## config.mk

```make
export PLATFORM = sky130hd
export DESIGN_NAME = char_lcd_four_bit_sequencer
export DESIGN_NICKNAME = d
export VERILOG_FILES = /design/src/rtl/clsq_pkg.sv /design/src/rtl/clsq_front.sv /design/src/rtl/clsq_back.sv /design/src/rtl/char_lcd_four_bit_sequencer.sv
export SDC_FILE = /design/constraint.sdc
export NUM_CORES = 1
export LEC_CHECK = 0
export BUFFER_PORTS_ARGS = -buffer_cell sky130_fd_sc_hd__clkbuf_2
export CELL_PAD_IN_SITES_DETAIL_PLACEMENT = 0
export CELL_PAD_IN_SITES_GLOBAL_PLACEMENT = 2
export CORE_ASPECT_RATIO = 1.1
export CORE_MARGIN = 4
export CORE_UTILIZATION = 41
export DETAILED_ROUTE_END_ITERATION = 8
export PLACE_DENSITY = 0.89
export SYNTH_ARGS = -nofsm -noshare
export SYNTH_HDL_FRONTEND = slang
export SYNTH_SLANG_ARGS = --single-unit
```

## constraint.sdc

```tcl
create_clock -name clk -period 7.8 [get_ports clk]
set_input_delay 0.78 -clock clk [delete_from_list [all_inputs] [get_ports clk]]
set_output_delay 0.78 -clock clk [all_outputs]
set_load 0.03 [all_outputs]
```

## src/rtl/clsq_pkg.sv

```systemverilog
// Shared types, codes and lookup functions for the four-bit LCD sequencer.
package clsq_pkg;

  // Input kinds as they arrive on the input channel.
  localparam logic [2:0] KIND_TICK    = 3'd0;
  localparam logic [2:0] KIND_COMMAND = 3'd1;
  localparam logic [2:0] KIND_TEXT    = 3'd2;
  localparam logic [2:0] KIND_SETPOS  = 3'd3;
  localparam logic [2:0] KIND_INIT    = 3'd4;
  localparam logic [2:0] KIND_CLEAR   = 3'd5;

  // Configuration register indexes.
  localparam logic [2:0] CFG_SETTLE     = 3'd0;
  localparam logic [2:0] CFG_CLEAR_WAIT = 3'd1;
  localparam logic [2:0] CFG_INIT_LONG  = 3'd2;
  localparam logic [2:0] CFG_INIT_SHORT = 3'd3;
  localparam logic [2:0] CFG_COL_LIMIT  = 3'd4;

  // Reset values of the configuration registers.
  localparam logic [9:0]  SETTLE_RST     = 10'd100;
  localparam logic [12:0] CLEAR_WAIT_RST = 13'd3000;
  localparam logic [12:0] INIT_LONG_RST  = 13'd4500;
  localparam logic [9:0]  INIT_SHORT_RST = 10'd150;
  localparam logic [4:0]  COL_LIMIT_RST  = 5'd20;

  // Sequencer step codes.
  localparam logic [4:0] STEP_IDLE       = 5'd0;
  localparam logic [4:0] STEP_BYTE_HI    = 5'd1;
  localparam logic [4:0] STEP_BYTE_LO    = 5'd2;
  localparam logic [4:0] STEP_CLR_HI     = 5'd3;
  localparam logic [4:0] STEP_CLR_LO     = 5'd4;
  localparam logic [4:0] STEP_INIT_FIRST = 5'd5;
  localparam logic [4:0] STEP_INIT_LAST  = 5'd16;

  localparam logic [7:0] BYTE_CLEAR   = 8'h01;
  localparam logic [7:0] BYTE_SET_DDR = 8'h80;

  // Result status codes.
  localparam logic [1:0] STATUS_OK       = 2'd0;
  localparam logic [1:0] STATUS_REJECTED = 2'd1;
  localparam logic [1:0] STATUS_DROPPED  = 2'd2;

  typedef enum logic [2:0] {
    OP_TICK,
    OP_COMMAND,
    OP_TEXT,
    OP_SETPOS,
    OP_INIT,
    OP_CLEAR,
    OP_NOP
  } clsq_op_t;

  typedef enum logic [1:0] {
    PH_SETUP,
    PH_PULSE,
    PH_SETTLE,
    PH_EXTRA
  } clsq_phase_t;

  typedef enum logic [1:0] {
    EXTRA_NONE,
    EXTRA_LONG,
    EXTRA_SHORT,
    EXTRA_CLEAR
  } clsq_extra_t;

  // One classified item as it travels from the front to the back.
  typedef struct packed {
    clsq_op_t   op;
    logic [7:0] data_byte;
    logic [4:0] col;
  } clsq_item_t;

  function automatic logic [3:0] reverse4(input logic [3:0] n);
    reverse4 = {n[0], n[1], n[2], n[3]};
  endfunction

  function automatic logic [6:0] row_base(input logic [1:0] row);
    logic [6:0] base;
    case (row)
      2'd0:    base = 7'd0;
      2'd1:    base = 7'd64;
      2'd2:    base = 7'd20;
      default: base = 7'd84;
    endcase
    row_base = base;
  endfunction

  // Power-up sequence: 3,3,3,2, then 28h, 0Fh, 01h, 06h as nibble pairs.
  function automatic logic [3:0] init_nibble(input logic [3:0] idx);
    logic [3:0] n;
    case (idx)
      4'd0:    n = 4'h3;
      4'd1:    n = 4'h3;
      4'd2:    n = 4'h3;
      4'd3:    n = 4'h2;
      4'd4:    n = 4'h2;
      4'd5:    n = 4'h8;
      4'd6:    n = 4'h0;
      4'd7:    n = 4'hF;
      4'd8:    n = 4'h0;
      4'd9:    n = 4'h1;
      4'd10:   n = 4'h0;
      4'd11:   n = 4'h6;
      default: n = 4'h0;
    endcase
    init_nibble = n;
  endfunction

  function automatic logic [3:0] nibble_for_step(input logic [4:0] step,
                                                 input logic [7:0] pend);
    logic [3:0] n;
    logic [4:0] idx;
    idx = step - STEP_INIT_FIRST;
    if (step == STEP_BYTE_HI || step == STEP_CLR_HI) begin
      n = pend[7:4];
    end else if (step == STEP_BYTE_LO || step == STEP_CLR_LO) begin
      n = pend[3:0];
    end else if (step >= STEP_INIT_FIRST && step <= STEP_INIT_LAST) begin
      n = init_nibble(idx[3:0]);
    end else begin
      n = 4'h0;
    end
    nibble_for_step = n;
  endfunction

  function automatic clsq_extra_t extra_for_step(input logic [4:0] step);
    clsq_extra_t sel;
    case (step)
      STEP_CLR_LO:        sel = EXTRA_CLEAR;
      STEP_INIT_FIRST:    sel = EXTRA_LONG;
      STEP_INIT_FIRST + 5'd1: sel = EXTRA_LONG;
      STEP_INIT_FIRST + 5'd2: sel = EXTRA_SHORT;
      STEP_INIT_FIRST + 5'd9: sel = EXTRA_CLEAR;
      default:            sel = EXTRA_NONE;
    endcase
    extra_for_step = sel;
  endfunction

endpackage

```

## src/rtl/clsq_front.sv

```systemverilog
// Front end: accepts input items, classifies them and queues them for the back end.
module clsq_front (
  input  logic               clk,
  input  logic               rst_n,
  input  logic               in_valid,
  output logic               in_stall,
  input  logic [2:0]         in_kind,
  input  logic [7:0]         in_value,
  input  logic [1:0]         in_row,
  input  logic [4:0]         in_column,
  output logic               head_valid,
  output clsq_pkg::clsq_item_t head_item,
  input  logic               head_pop
);
  import clsq_pkg::*;

  clsq_item_t q_r [2];
  logic       wr_ptr_r, wr_ptr_nxt;
  logic       rd_ptr_r, rd_ptr_nxt;
  logic [1:0] count_r, count_nxt;
  logic       push;
  clsq_item_t item_c;
  logic [6:0] addr_c;

  // Classify the raw kind and prepare the byte the back end will send.
  always_comb begin
    addr_c = row_base(in_row) + {2'b00, in_column};
    item_c.data_byte = in_value;
    item_c.col       = in_column;
    case (in_kind)
      KIND_TICK:    item_c.op = OP_TICK;
      KIND_COMMAND: item_c.op = OP_COMMAND;
      KIND_TEXT:    item_c.op = OP_TEXT;
      KIND_SETPOS: begin
        item_c.op        = OP_SETPOS;
        item_c.data_byte = BYTE_SET_DDR | {1'b0, addr_c};
      end
      KIND_INIT:    item_c.op = OP_INIT;
      KIND_CLEAR:   item_c.op = OP_CLEAR;
      default:      item_c.op = OP_NOP;
    endcase
  end

  assign in_stall   = (count_r == 2'd2);
  assign push       = in_valid && !in_stall;
  assign head_valid = (count_r != 2'd0);
  assign head_item  = q_r[rd_ptr_r];

  always_comb begin
    wr_ptr_nxt = push ? ~wr_ptr_r : wr_ptr_r;
    rd_ptr_nxt = head_pop ? ~rd_ptr_r : rd_ptr_r;
    count_nxt  = count_r + {1'b0, push} - {1'b0, head_pop};
  end

  always_ff @(posedge clk) begin
    if (!rst_n) begin
      wr_ptr_r <= 1'b0;
      rd_ptr_r <= 1'b0;
      count_r  <= 2'd0;
    end else begin
      wr_ptr_r <= wr_ptr_nxt;
      rd_ptr_r <= rd_ptr_nxt;
      count_r  <= count_nxt;
    end
  end

  always_ff @(posedge clk) begin
    if (push) begin
      q_r[wr_ptr_r] <= item_c;
    end
  end

endmodule

```

## src/rtl/clsq_back.sv

```systemverilog
// Back end: nibble sequencer, wait counter, configuration registers and result register.
module clsq_back (
  input  logic               clk,
  input  logic               rst_n,
  input  logic               cfg_valid,
  input  logic [2:0]         cfg_index,
  input  logic [12:0]        cfg_data,
  input  logic               head_valid,
  input  clsq_pkg::clsq_item_t head_item,
  output logic               head_pop,
  output logic               out_valid,
  input  logic               out_stall,
  output logic               out_register_select,
  output logic               out_enable,
  output logic [3:0]         out_data_pins,
  output logic               out_busy_res,
  output logic [1:0]         out_status
);
  import clsq_pkg::*;

  logic [9:0]  settle_r;
  logic [12:0] clear_wait_r;
  logic [12:0] init_long_r;
  logic [9:0]  init_short_r;
  logic [4:0]  col_limit_r;

  clsq_phase_t phase_r, phase_nxt;
  logic [4:0]  step_r, step_nxt;
  logic [12:0] wait_r, wait_nxt;
  logic [7:0]  pend_r, pend_nxt;
  logic        rs_r, rs_nxt;
  logic        en_r, en_nxt;
  logic [3:0]  pin_r, pin_nxt;
  logic [4:0]  col_r, col_nxt;
  logic [1:0]  status_c;

  logic        out_valid_r;
  logic        rs_out_r, en_out_r, busy_out_r;
  logic [3:0]  pin_out_r;
  logic [1:0]  status_out_r;

  logic        take;
  logic        last_nibble;
  logic [4:0]  step_inc;
  logic [12:0] extra_c;

  assign take     = head_valid && (!out_valid_r || !out_stall);
  assign head_pop = take;
  assign step_inc = step_r + 5'd1;

  assign last_nibble = (step_r == STEP_BYTE_LO) || (step_r == STEP_CLR_LO) ||
                       (step_r >= STEP_INIT_LAST) || (step_r == STEP_IDLE);

  always_comb begin
    case (extra_for_step(step_r))
      EXTRA_LONG:  extra_c = init_long_r;
      EXTRA_SHORT: extra_c = {3'b000, init_short_r};
      EXTRA_CLEAR: extra_c = clear_wait_r;
      default:     extra_c = 13'd0;
    endcase
  end

  always_comb begin
    phase_nxt = phase_r;
    step_nxt  = step_r;
    wait_nxt  = wait_r;
    pend_nxt  = pend_r;
    rs_nxt    = rs_r;
    en_nxt    = en_r;
    pin_nxt   = pin_r;
    col_nxt   = col_r;
    status_c  = STATUS_OK;
    if (take) begin
      case (head_item.op)
        OP_TICK: begin
          if (step_r != STEP_IDLE) begin
            case (phase_r)
              PH_SETUP: begin
                en_nxt    = 1'b1;
                phase_nxt = PH_PULSE;
              end
              PH_PULSE: begin
                en_nxt    = 1'b0;
                phase_nxt = PH_SETTLE;
                wait_nxt  = {3'b000, settle_r};
              end
              default: begin
                if (wait_r > 13'd1) begin
                  wait_nxt = wait_r - 13'd1;
                end else if (phase_r == PH_SETTLE && extra_c != 13'd0) begin
                  phase_nxt = PH_EXTRA;
                  wait_nxt  = extra_c;
                end else if (last_nibble) begin
                  step_nxt  = STEP_IDLE;
                  phase_nxt = PH_SETUP;
                  wait_nxt  = 13'd0;
                  en_nxt    = 1'b0;
                end else begin
                  step_nxt  = step_inc;
                  pin_nxt   = reverse4(nibble_for_step(step_inc, pend_r));
                  en_nxt    = 1'b0;
                  phase_nxt = PH_SETUP;
                end
              end
            endcase
          end
        end
        OP_COMMAND, OP_TEXT, OP_SETPOS, OP_INIT, OP_CLEAR: begin
          if (step_r != STEP_IDLE) begin
            status_c = STATUS_REJECTED;
          end else if (head_item.op == OP_TEXT && col_r >= col_limit_r) begin
            status_c = STATUS_DROPPED;
          end else begin
            case (head_item.op)
              OP_INIT: begin
                step_nxt = STEP_INIT_FIRST;
                pend_nxt = 8'h00;
              end
              OP_CLEAR: begin
                step_nxt = STEP_CLR_HI;
                pend_nxt = BYTE_CLEAR;
              end
              default: begin
                step_nxt = STEP_BYTE_HI;
                pend_nxt = head_item.data_byte;
              end
            endcase
            rs_nxt    = (head_item.op == OP_TEXT);
            wait_nxt  = 13'd0;
            en_nxt    = 1'b0;
            phase_nxt = PH_SETUP;
            pin_nxt   = reverse4(nibble_for_step(step_nxt, pend_nxt));
            if (head_item.op == OP_TEXT) begin
              col_nxt = col_r + 5'd1;
            end else if (head_item.op == OP_SETPOS) begin
              col_nxt = head_item.col;
            end
          end
        end
        default: ;
      endcase
    end
  end

  always_ff @(posedge clk) begin
    if (!rst_n) begin
      phase_r <= PH_SETUP;
    end else begin
      phase_r <= phase_nxt;
    end
  end

  always_ff @(posedge clk) begin
    if (!rst_n) begin
      step_r      <= STEP_IDLE;
      wait_r      <= 13'd0;
      pend_r      <= 8'h00;
      rs_r        <= 1'b0;
      en_r        <= 1'b0;
      pin_r       <= 4'h0;
      col_r       <= 5'd0;
      out_valid_r <= 1'b0;
    end else begin
      step_r      <= step_nxt;
      wait_r      <= wait_nxt;
      pend_r      <= pend_nxt;
      rs_r        <= rs_nxt;
      en_r        <= en_nxt;
      pin_r       <= pin_nxt;
      col_r       <= col_nxt;
      out_valid_r <= take || (out_valid_r && out_stall);
    end
  end

  always_ff @(posedge clk) begin
    if (take) begin
      rs_out_r     <= rs_nxt;
      en_out_r     <= en_nxt;
      pin_out_r    <= pin_nxt;
      busy_out_r   <= (step_nxt != STEP_IDLE);
      status_out_r <= status_c;
    end
  end

  always_ff @(posedge clk) begin
    if (!rst_n) begin
      settle_r     <= SETTLE_RST;
      clear_wait_r <= CLEAR_WAIT_RST;
      init_long_r  <= INIT_LONG_RST;
      init_short_r <= INIT_SHORT_RST;
      col_limit_r  <= COL_LIMIT_RST;
    end else if (cfg_valid) begin
      case (cfg_index)
        CFG_SETTLE:     settle_r     <= cfg_data[9:0];
        CFG_CLEAR_WAIT: clear_wait_r <= cfg_data;
        CFG_INIT_LONG:  init_long_r  <= cfg_data;
        CFG_INIT_SHORT: init_short_r <= cfg_data[9:0];
        CFG_COL_LIMIT:  col_limit_r  <= cfg_data[4:0];
        default: ;
      endcase
    end
  end

  assign out_valid           = out_valid_r;
  assign out_register_select = rs_out_r;
  assign out_enable          = en_out_r;
  assign out_data_pins       = pin_out_r;
  assign out_busy_res        = busy_out_r;
  assign out_status          = status_out_r;

endmodule

```

## src/rtl/char_lcd_four_bit_sequencer.sv

```systemverilog
// Top level of the four-bit character LCD sequencer.
//
// The block drives an HD44780-style 20x4 display over a four-bit bus.
// Each input item is a one-microsecond tick (kind 0), an unused kind (6, 7)
// or a request: a command byte, a text byte, set position, init or clear.
// Every input item yields exactly one result item that carries the RS, E
// and data pin levels after that item, a busy flag and a status code (ok,
// rejected because busy, or text dropped because the row is full).
// Input and result channels use valid and stall; an item moves at an edge
// where valid is high and stall is low. The configuration channel
// (cfg_valid, cfg_ready, cfg_index, cfg_data) is always ready and should be
// written only while no item is in flight.
// Throughput is one item per clock cycle while the receiver does not stall.
// A two-entry queue sits between the classifying front end and the back
// end that runs the sequencer and finishes one item per unstalled cycle.
// An accepted item is written into the queue; its result is registered when
// the back end takes it. When the receiver stalls, the result register holds
// and the queue fills; in_stall rises once both queue entries are taken.
// Synchronous active-low reset empties the queue, drops any pending result,
// puts the sequencer in its idle step and reloads the register defaults.
module char_lcd_four_bit_sequencer (
  input  logic        clk,
  input  logic        rst_n,
  input  logic        in_valid,
  output logic        in_stall,
  input  logic [2:0]  in_kind,
  input  logic [7:0]  in_value,
  input  logic [1:0]  in_row,
  input  logic [4:0]  in_column,
  output logic        out_valid,
  input  logic        out_stall,
  output logic        out_register_select,
  output logic        out_enable,
  output logic [3:0]  out_data_pins,
  output logic        out_busy_res,
  output logic [1:0]  out_status,
  input  logic        cfg_valid,
  output logic        cfg_ready,
  input  logic [2:0]  cfg_index,
  input  logic [12:0] cfg_data
);
  import clsq_pkg::*;

  logic       head_valid;
  logic       head_pop;
  clsq_item_t head_item;

  // Registers take every write at once.
  assign cfg_ready = 1'b1;

  clsq_front u_front (
    .clk        (clk),
    .rst_n      (rst_n),
    .in_valid   (in_valid),
    .in_stall   (in_stall),
    .in_kind    (in_kind),
    .in_value   (in_value),
    .in_row     (in_row),
    .in_column  (in_column),
    .head_valid (head_valid),
    .head_item  (head_item),
    .head_pop   (head_pop)
  );

  clsq_back u_back (
    .clk                 (clk),
    .rst_n               (rst_n),
    .cfg_valid           (cfg_valid && cfg_ready),
    .cfg_index           (cfg_index),
    .cfg_data            (cfg_data),
    .head_valid          (head_valid),
    .head_item           (head_item),
    .head_pop            (head_pop),
    .out_valid           (out_valid),
    .out_stall           (out_stall),
    .out_register_select (out_register_select),
    .out_enable          (out_enable),
    .out_data_pins       (out_data_pins),
    .out_busy_res        (out_busy_res),
    .out_status          (out_status)
  );

endmodule

```

======== Yosys cells after proc, flatten, opt, wreduce, memory -nomap -nowiden ========
Memory sizes are Yosys's and may differ from the RTL's. A register that Yosys moved wholly into a read port is not among the register bits.
Cells that the tools add are included.
word-level totals
  latch bits .............................. 0
  input port bits ......................... 39
  memories ................................ 3
  bits in writable memories ............... 32
  bits in registers ....................... 104
  output and inout bits ................... 12
  bits in read-only memories .............. 128
  word-level logic and storage cells ...... 203
memories
  name              depth  width  read ports  clocked after memory_dff  write ports  RTL line          source
  (name not given)  16     4      1           0                         0            clsq_pkg.sv:92    case (idx)
  (name not given)  16     4      1           0                         0            clsq_pkg.sv:92
  u_front.q_r       2      16     1           1                         1            clsq_front.sv:17  clsq_item_t q_r [2];
operators by class
  $add $sub $neg .......................... 8
  bitwise logic cells ..................... 5
  equal/unequal tests ..................... 42
  divide/modulo/power cells ............... 0
  shift-type cells ........................ 0
  $lt $le $gt $ge ......................... 7
  reductions and logical operators ........ 45
  multiply operators ...................... 0
  multiplexer cells ....................... 70
operators with widths
  cell                                                             number
  2-to-1 mux 13 bit                                                6
  2-to-1 mux 5 bit                                                 14
  2-to-1 mux 4 bit                                                 14
  case mux 13 bit (2 select lines)                                 2
  case mux 13 bit (3 select lines)                                 1
  == test 5 x 3 -> 1 bit (second input constant)                   6
  == test 5 x 2 -> 1 bit (second input constant)                   5
  case mux 7 bit (3 select lines)                                  1
  == test 3 x 2 -> 1 bit (second input constant)                   6
  case mux 3 bit (6 select lines)                                  1
  case mux 8 bit (2 select lines)                                  1
  == test 3 bit (second input constant)                            5
  2-to-1 mux 1 bit                                                 15
  greater-than comparator 13 x 1 -> 1 bit (second input constant)  1
  nonzero test 13 bit                                              1
  subtractor 13 x 1 -> 13 bit (second input constant)              1
  2-to-1 mux 2 bit                                                 6
  adder 5 x 1 -> 5 bit (second input constant)                     2
  == test 2 bit (second input constant)                            5
  == test 5 x 1 -> 1 bit (second input constant)                   2
  >= comparator 5 x 3 -> 1 bit (second input constant)             2
  less-or-equal comparator 5 bit (second input constant)           2
  case mux 5 bit (2 select lines)                                  1
  AND reduction 2 bit                                              5
  other kinds (34)                                                 72

======== Longest topological paths before layout ========
  depth in word-level cells ............... 15
  mapped depth ............................ 14
  gate-level depth less buffers ........... 9

======== Hierarchy ========
From an unflattened synthesis, not the netlist that was laid out.
second synthesis, totals
  cell total of the unflattened synthesis .. 821
  area total of the unflattened synthesis .. 7,259.5 um2
modules (own cells, without submodules)
  module                       instances  area each (um2)  cells an instance
  clsq_back                    1          5,642.9          723
  clsq_front                   1          1,605.3          96
  char_lcd_four_bit_sequencer  1          11.3             2

======== Worst setup path after synthesis ========
Ideal clock, no wire load.
  path kind ............................... register -> register
  from .................................... register u_back.step_r[0]
  to ...................................... register u_back.busy_out_r (netlist: u_back.out_busy_res), data pin
  cell stages (with the launch flop) ...... 13
  period minus slack after synthesis ...... 3,732 ps
  arrival time ............................ 3,462 ps
  path slack .............................. 4,068 ps
  cell sequence ........................... dfxtp_1 -> clkbuf_1 -> inv_1 -> ha_1 -> or3_1 -> clkbuf_1 -> and4_4 -> buf_6 -> a222oi_1 -> a41oi_2 -> or4_1 -> a211oi_2 -> nand3_1
on the way
  longest elaborated chain between the ends .. 14
  elaborated cells on any way between the ends .. 32
  those cells by class .................... add/sub (1); order compare (1); eq/ne (9); mux (11); reduce/logical (10)
ends and longest elaborated chain
  item                                                            RTL line          source
  start, declared                                                 clsq_back.sv:28   logic [4:0] step_r, step_nxt;
  start signal, assigned                                          clsq_back.sv:164  step_r <= step_nxt;
  == test 5 x 4 -> 1 bit, or another cell as far along            clsq_pkg.sv:129   case (step)
  OR reduction 2 bit (no line)                                    --
  case mux 2 bit (3 select lines)                                 clsq_pkg.sv:129
  == test 2 bit / == test 2 x 1 -> 1 bit (equally long branches)  clsq_back.sv:55   case (extra_for_step(step_r))
  case mux 13 bit (3 select lines)                                clsq_back.sv:55
  nonzero test 13 bit                                             clsq_back.sv:90   end else if (phase_r == PH_SETTLE && extra_c != 13'd0) begin
  logical AND 1 bit                                               clsq_back.sv:90
  2-to-1 mux 5 bit                                                clsq_back.sv:90
  2-to-1 mux 5 bit                                                clsq_back.sv:88   if (wait_r > 13'd1) begin
  2-to-1 mux 5 bit                                                clsq_back.sv:77   case (phase_r)
  2-to-1 mux 5 bit                                                clsq_back.sv:76   if (step_r != STEP_IDLE) begin
  case mux 5 bit (2 select lines)                                 clsq_back.sv:74   case (head_item.op)
  2-to-1 mux 5 bit *                                              clsq_back.sv:73   if (take) begin
  nonzero test 5 bit *                                            clsq_back.sv:180  busy_out_r <= (step_nxt != STEP_IDLE);
  end signal, assigned                                            clsq_back.sv:180
  end, declared                                                   clsq_back.sv:38   logic rs_out_r, en_out_r, busy_out_r;
Every way passes the cells marked *; elsewhere a longest branch is shown, timed or not.
A chain may end at the register's enable or synchronous reset.

======== Worst setup path after layout ========
  from .................................... register u_back.step_r[0]
  to ...................................... register u_back.pin_out_r[3] (netlist: u_back.out_data_pins[3]), data pin
on the way
  longest elaborated chain between the ends .. 13
  elaborated cells on any way between the ends .. 44
  those cells by class .................... add/sub (2); order compare (3); eq/ne (13); mux (13); reduce/logical (12); memory (1)
ends and longest elaborated chain
  item                                                                         RTL line                          source
  adder 5 x 1 -> 5 bit, or another cell as far along                           clsq_back.sv:49                   assign step_inc = step_r + 5'd1;
  subtractor 4 x 3 -> 4 bit, or another cell as far along                      clsq_pkg.sv:114                   idx = step - STEP_INIT_FIRST;
  memory read (16 x 4 bit), or another cell as far along                       --
  2-to-1 mux 4 bit, or another cell as far along                               clsq_pkg.sv:119                   end else if (step >= STEP_INIT_FIRST && step <= STEP_INIT_LAST) begin
  2-to-1 mux 4 bit / case mux 13 bit (3 select lines) (equally long branches)  clsq_pkg.sv:117, clsq_back.sv:55
  2-to-1 mux 4 bit / nonzero test 13 bit (equally long branches)               clsq_pkg.sv:115, clsq_back.sv:90
  2-to-1 mux 4 bit / logical AND 1 bit (equally long branches)                 clsq_back.sv:93, clsq_back.sv:90
  2-to-1 mux 4 bit                                                             clsq_back.sv:90
  2-to-1 mux 4 bit                                                             clsq_back.sv:88
  2-to-1 mux 4 bit                                                             clsq_back.sv:77
  2-to-1 mux 4 bit                                                             clsq_back.sv:76
  case mux 4 bit (2 select lines) *                                            clsq_back.sv:74
  2-to-1 mux 4 bit *                                                           clsq_back.sv:73
  named net u_back.pin_nxt[3]                                                  clsq_back.sv:33                   logic [3:0] pin_r, pin_nxt;
  end signal, assigned                                                         clsq_back.sv:179                  pin_out_r <= pin_nxt;
  end, declared                                                                clsq_back.sv:39                   logic [3:0] pin_out_r;
Mark *: on every way through the listed nets, which the timed path passes. The rest lies on a longest branch.

==> out/qor.txt <==
Run status -> finished clean
P_leak -> 3.14 nW
DRT Pass-1 Iters -> 8
Switching pwr -> 1.08 mW
Clk pwr share -> 30.3%
Flops & latches, synth -> 137
Commonest non-fill, non-tap cell in the layout -> nand2_1
Vias -> 6373
Reg2Reg Setup Slack -> 3.53 ns
Worst Path Max Fanout -> 16
Inserted Diodes -> 0
Port-buffer cells -> 49
Starting density of the core -> 42.1%
WL/cell -> 19.1 um
Flop pwr share -> 33.1%
Reg2reg path depth -> 9
Vias per cell -> 5.81
Hold Path Class -> flip-flop to flip-flop
Hold Startpoint -> u_back.pend_r[3]$_SDFFE_PN0P_
Pwr Density -> 343 mW/mm2
Slew Limit Headroom -> 12.9%
Worst VDD drop -> 0.200 mV
Slew Viols, Final -> 0
Req. time, crit path -> 7.97 ns
Layout Nets -> 908
Synth-to-Final Area Change -> 13.9%
Syn nets -> 882
Gr usage total -> 21.3%
Antenna Nets Post-Route -> 0
Number of H-tree levels -> 4
Worst hold stages -> 2
Startpoint types -> flip-flop
Synthesized area -> 0.00725 mm2
Final hold vios -> 0
Post-Route WL -> 21.0 mm
Syn_area_per_cell -> 8.80 um2
Largest net degree at the start of global routing -> 37
Final period utilization -> 54.8%
Clk sinks -> 137
Switch share -> 38.0%
Placed Instances -> 1065
Yosys Warn Count -> 0
Fin crit period -> 4.27 ns
Max Buffers Root-to-Sink -> 2
I/O Pins -> 51
DP Area -> 0.00763 mm2
Comb pwr share -> 36.6%
Critical Path End Type -> flip-flop
Crit Path Class -> flip-flop to flip-flop
Seq/Total Area, Yosys -> 43.5%
Routability cong. -> 0.944
First-pass GRT wire length -> 33.1 mm
Vias in the first global route -> 6049
DIE AREA -> 0.0199 mm2
Non-Filler Instances -> 1097
Internal power -> 1.76 mW
CTS tree -> yes
Postcts setup bufs -> 0
Row count -> 50
Num CTS Buffers -> 17
Reg-to-reg critical path startpoint -> u_back.step_r[0]$_SDFF_PN0_
GRT overflow -> 0
Synthesized instance count -> 824
Initial drt markers -> 443
Die Span Y -> 147 um
Cell area after layout -> 0.00826 mm2
Setup violators final -> 0
Max-Cap Viols -> 0
Fmax achieved -> 234 MHz
Min-Delay Endpoint -> u_back.pend_r[3]$_SDFFE_PN0P_
Netlist cell types -> 75
DPL Wire Length -> 15.5 mm
Root Buffer -> clkbuf_16
CTS Hold Bufs -> 0
Post-synth EDFFs -> 41
TNS Setup -> 0 ns
Worst R2R End -> u_back.out_data_pins[3]$_DFFE_PP_
Ys async rst share -> 0%
Synth Flop Type -> dfxtp_1
Layout cells sized above 1 -> 13.1%
Die X -> 135 um
RSZ-0062 raised after global routing -> no
Clk Latency, worst-skew pair -> 0.42 ns
CTS-repair resized insts -> 0
Clk_skew -> 0.00808 ns
Initial antenna violation count -> 0
Reg clk slew, reported paths -> 0.06 ns
Residual DRC -> 0
Core footprint -> 0.0172 mm2
Arr. time, crit path -> 4.44 ns
Slew @ Worst Pin -> 1.30 ns
Most frequent cells in the layout -> nand2_1, dfxtp_1, a21oi_1
Final hold slack -> 0.455 ns
-- routing by layer --
metal | global-route usage (%) | up-vias | wire, um
met5 | 0 | - | 0
met4 | 7.99 | 0 | 558
met3 | 4.15 | 38 | 1210
met2 | 36.8 | 214 | 10500
met1 | 26.2 | 3041 | 8670
li1 | - | 3080 | -
-- per-stage QoR --
step	setup slack (ns)	power, mW	utilization, %
floorplan	4.07	1.68	-
global placement	3.80	1.98	44.4
detailed placement	3.59	1.98	44.4
CTS	3.58	2.84	48.0
global route	3.27	3.00	48.0
finish	3.53	2.83	48.0
-- flip-flops by register name (all words and copies together), names as in the netlist, 8 cells and up, named ones only --
| signal | count |
|---|---|
| u_back.clear_wait_r | 13 |
| u_back.init_long_r | 13 |
| u_back.init_short_r | 10 |
| u_back.pend_r | 8 |
| u_back.settle_r | 10 |
| u_back.wait_r | 13 |
| u_front.q_r | 32 |
-- logic make-up (layout without fill, tap and decap cells) --
| group | after synthesis | after routing | share of synthesized area [%] |
|---|---|---|---|
| simple gates | 339 | 339 | 22.6 |
| other cells | 1 | 1 | 0.0517 |
| xor+xnor | 20 | 20 | 2.42 |
| buf+inv | 71 | 110 | 4.00 |
| flops | 137 | 137 | 43.5 |
| compound gates | 212 | 212 | 20.6 |
| mux | 25 | 25 | 3.56 |
| fa+ha+maj | 19 | 19 | 3.28 |
-- synth_stat cells, drive strengths merged, types with 4 or more instances --
master / n / area [um2]
mux2i: 19 / 190
nor3: 27 / 135
buf: 7 / 50.0
a221oi: 6 / 52.6
and2: 8 / 50.1
edfxtp: 41 / 1230
and3b: 4 / 35.0
o31a: 4 / 35.0
ha: 19 / 238
inv: 23 / 86.3
nor2: 54 / 203
nor4: 14 / 93.8
clkbuf: 41 / 154
nor2b: 6 / 37.5
nor3b: 6 / 45.0
a22o: 6 / 52.6
nand2: 131 / 492
and3: 5 / 31.3
or4: 5 / 41.3
xor2: 11 / 96.3
a211oi: 6 / 50.1
or2: 10 / 62.6
nand3: 35 / 175
a31oi: 9 / 56.3
dfxtp: 96 / 1920
a32o: 5 / 50.1
or3: 14 / 92.6
o21a: 15 / 113
o31ai: 7 / 52.6
a21oi: 63 / 315
nand2b: 10 / 62.6
o21ai: 29 / 145
a211o: 5 / 43.8
xnor2: 9 / 78.8
a222oi: 10 / 100
mux2: 6 / 67.6
o211ai: 11 / 82.6
-- layout make-up --
type                       count  area, um2
clock buffer                  19        433
clock inverter                13        191
fill                        1711       8940
inverter                      23       86.3
multi-input combinational    616       3810
sequential                   137       3150
tap                          234        293
timing repair buffer          55        290
-- worst max path at each step --
stage	startpoint	end	slack, ns	depth (start not counted)
global placement	u_back.step_r[0]$_SDFF_PN0_	u_back.out_data_pins[3]$_DFFE_PP_	3.80	8
CTS	u_back.step_r[0]$_SDFF_PN0_	u_back.out_data_pins[3]$_DFFE_PP_	3.58	9
detailed placement	u_back.step_r[0]$_SDFF_PN0_	u_back.out_data_pins[3]$_DFFE_PP_	3.59	9
floorplan	u_back.step_r[0]$_SDFF_PN0_	u_back.out_busy_res$_DFFE_PP_	4.07	12
global route	u_back.step_r[0]$_SDFF_PN0_	u_back.out_data_pins[3]$_DFFE_PP_	3.27	9
finish	u_back.step_r[0]$_SDFF_PN0_	u_back.out_data_pins[3]$_DFFE_PP_	3.53	9
-- power groups by stage --
stage                     clock network, mW  logic (mW)  registers [mW]
after global placement                    0        1.03           0.948
after detailed placement                  0        1.03           0.951
final                                 0.860        1.04           0.937
after global routing                  0.907        1.15           0.949
after floorplan                           0       0.714           0.965
after CTS                             0.871        1.04           0.937
-- worst max-delay path, stage by stage, from the launching register on --
cell	delay, ns
dfxtp_1	0.65
inv_1	0.13
ha_1	0.28
or3_4	0.35
nor4_2	0.97
a222oi_1	0.38
a21oi_1	0.52
nor2_1	0.25
o2111a_1	0.19
or3_1	0.31
No activity file was read; power rests on OpenSTA's default activity.
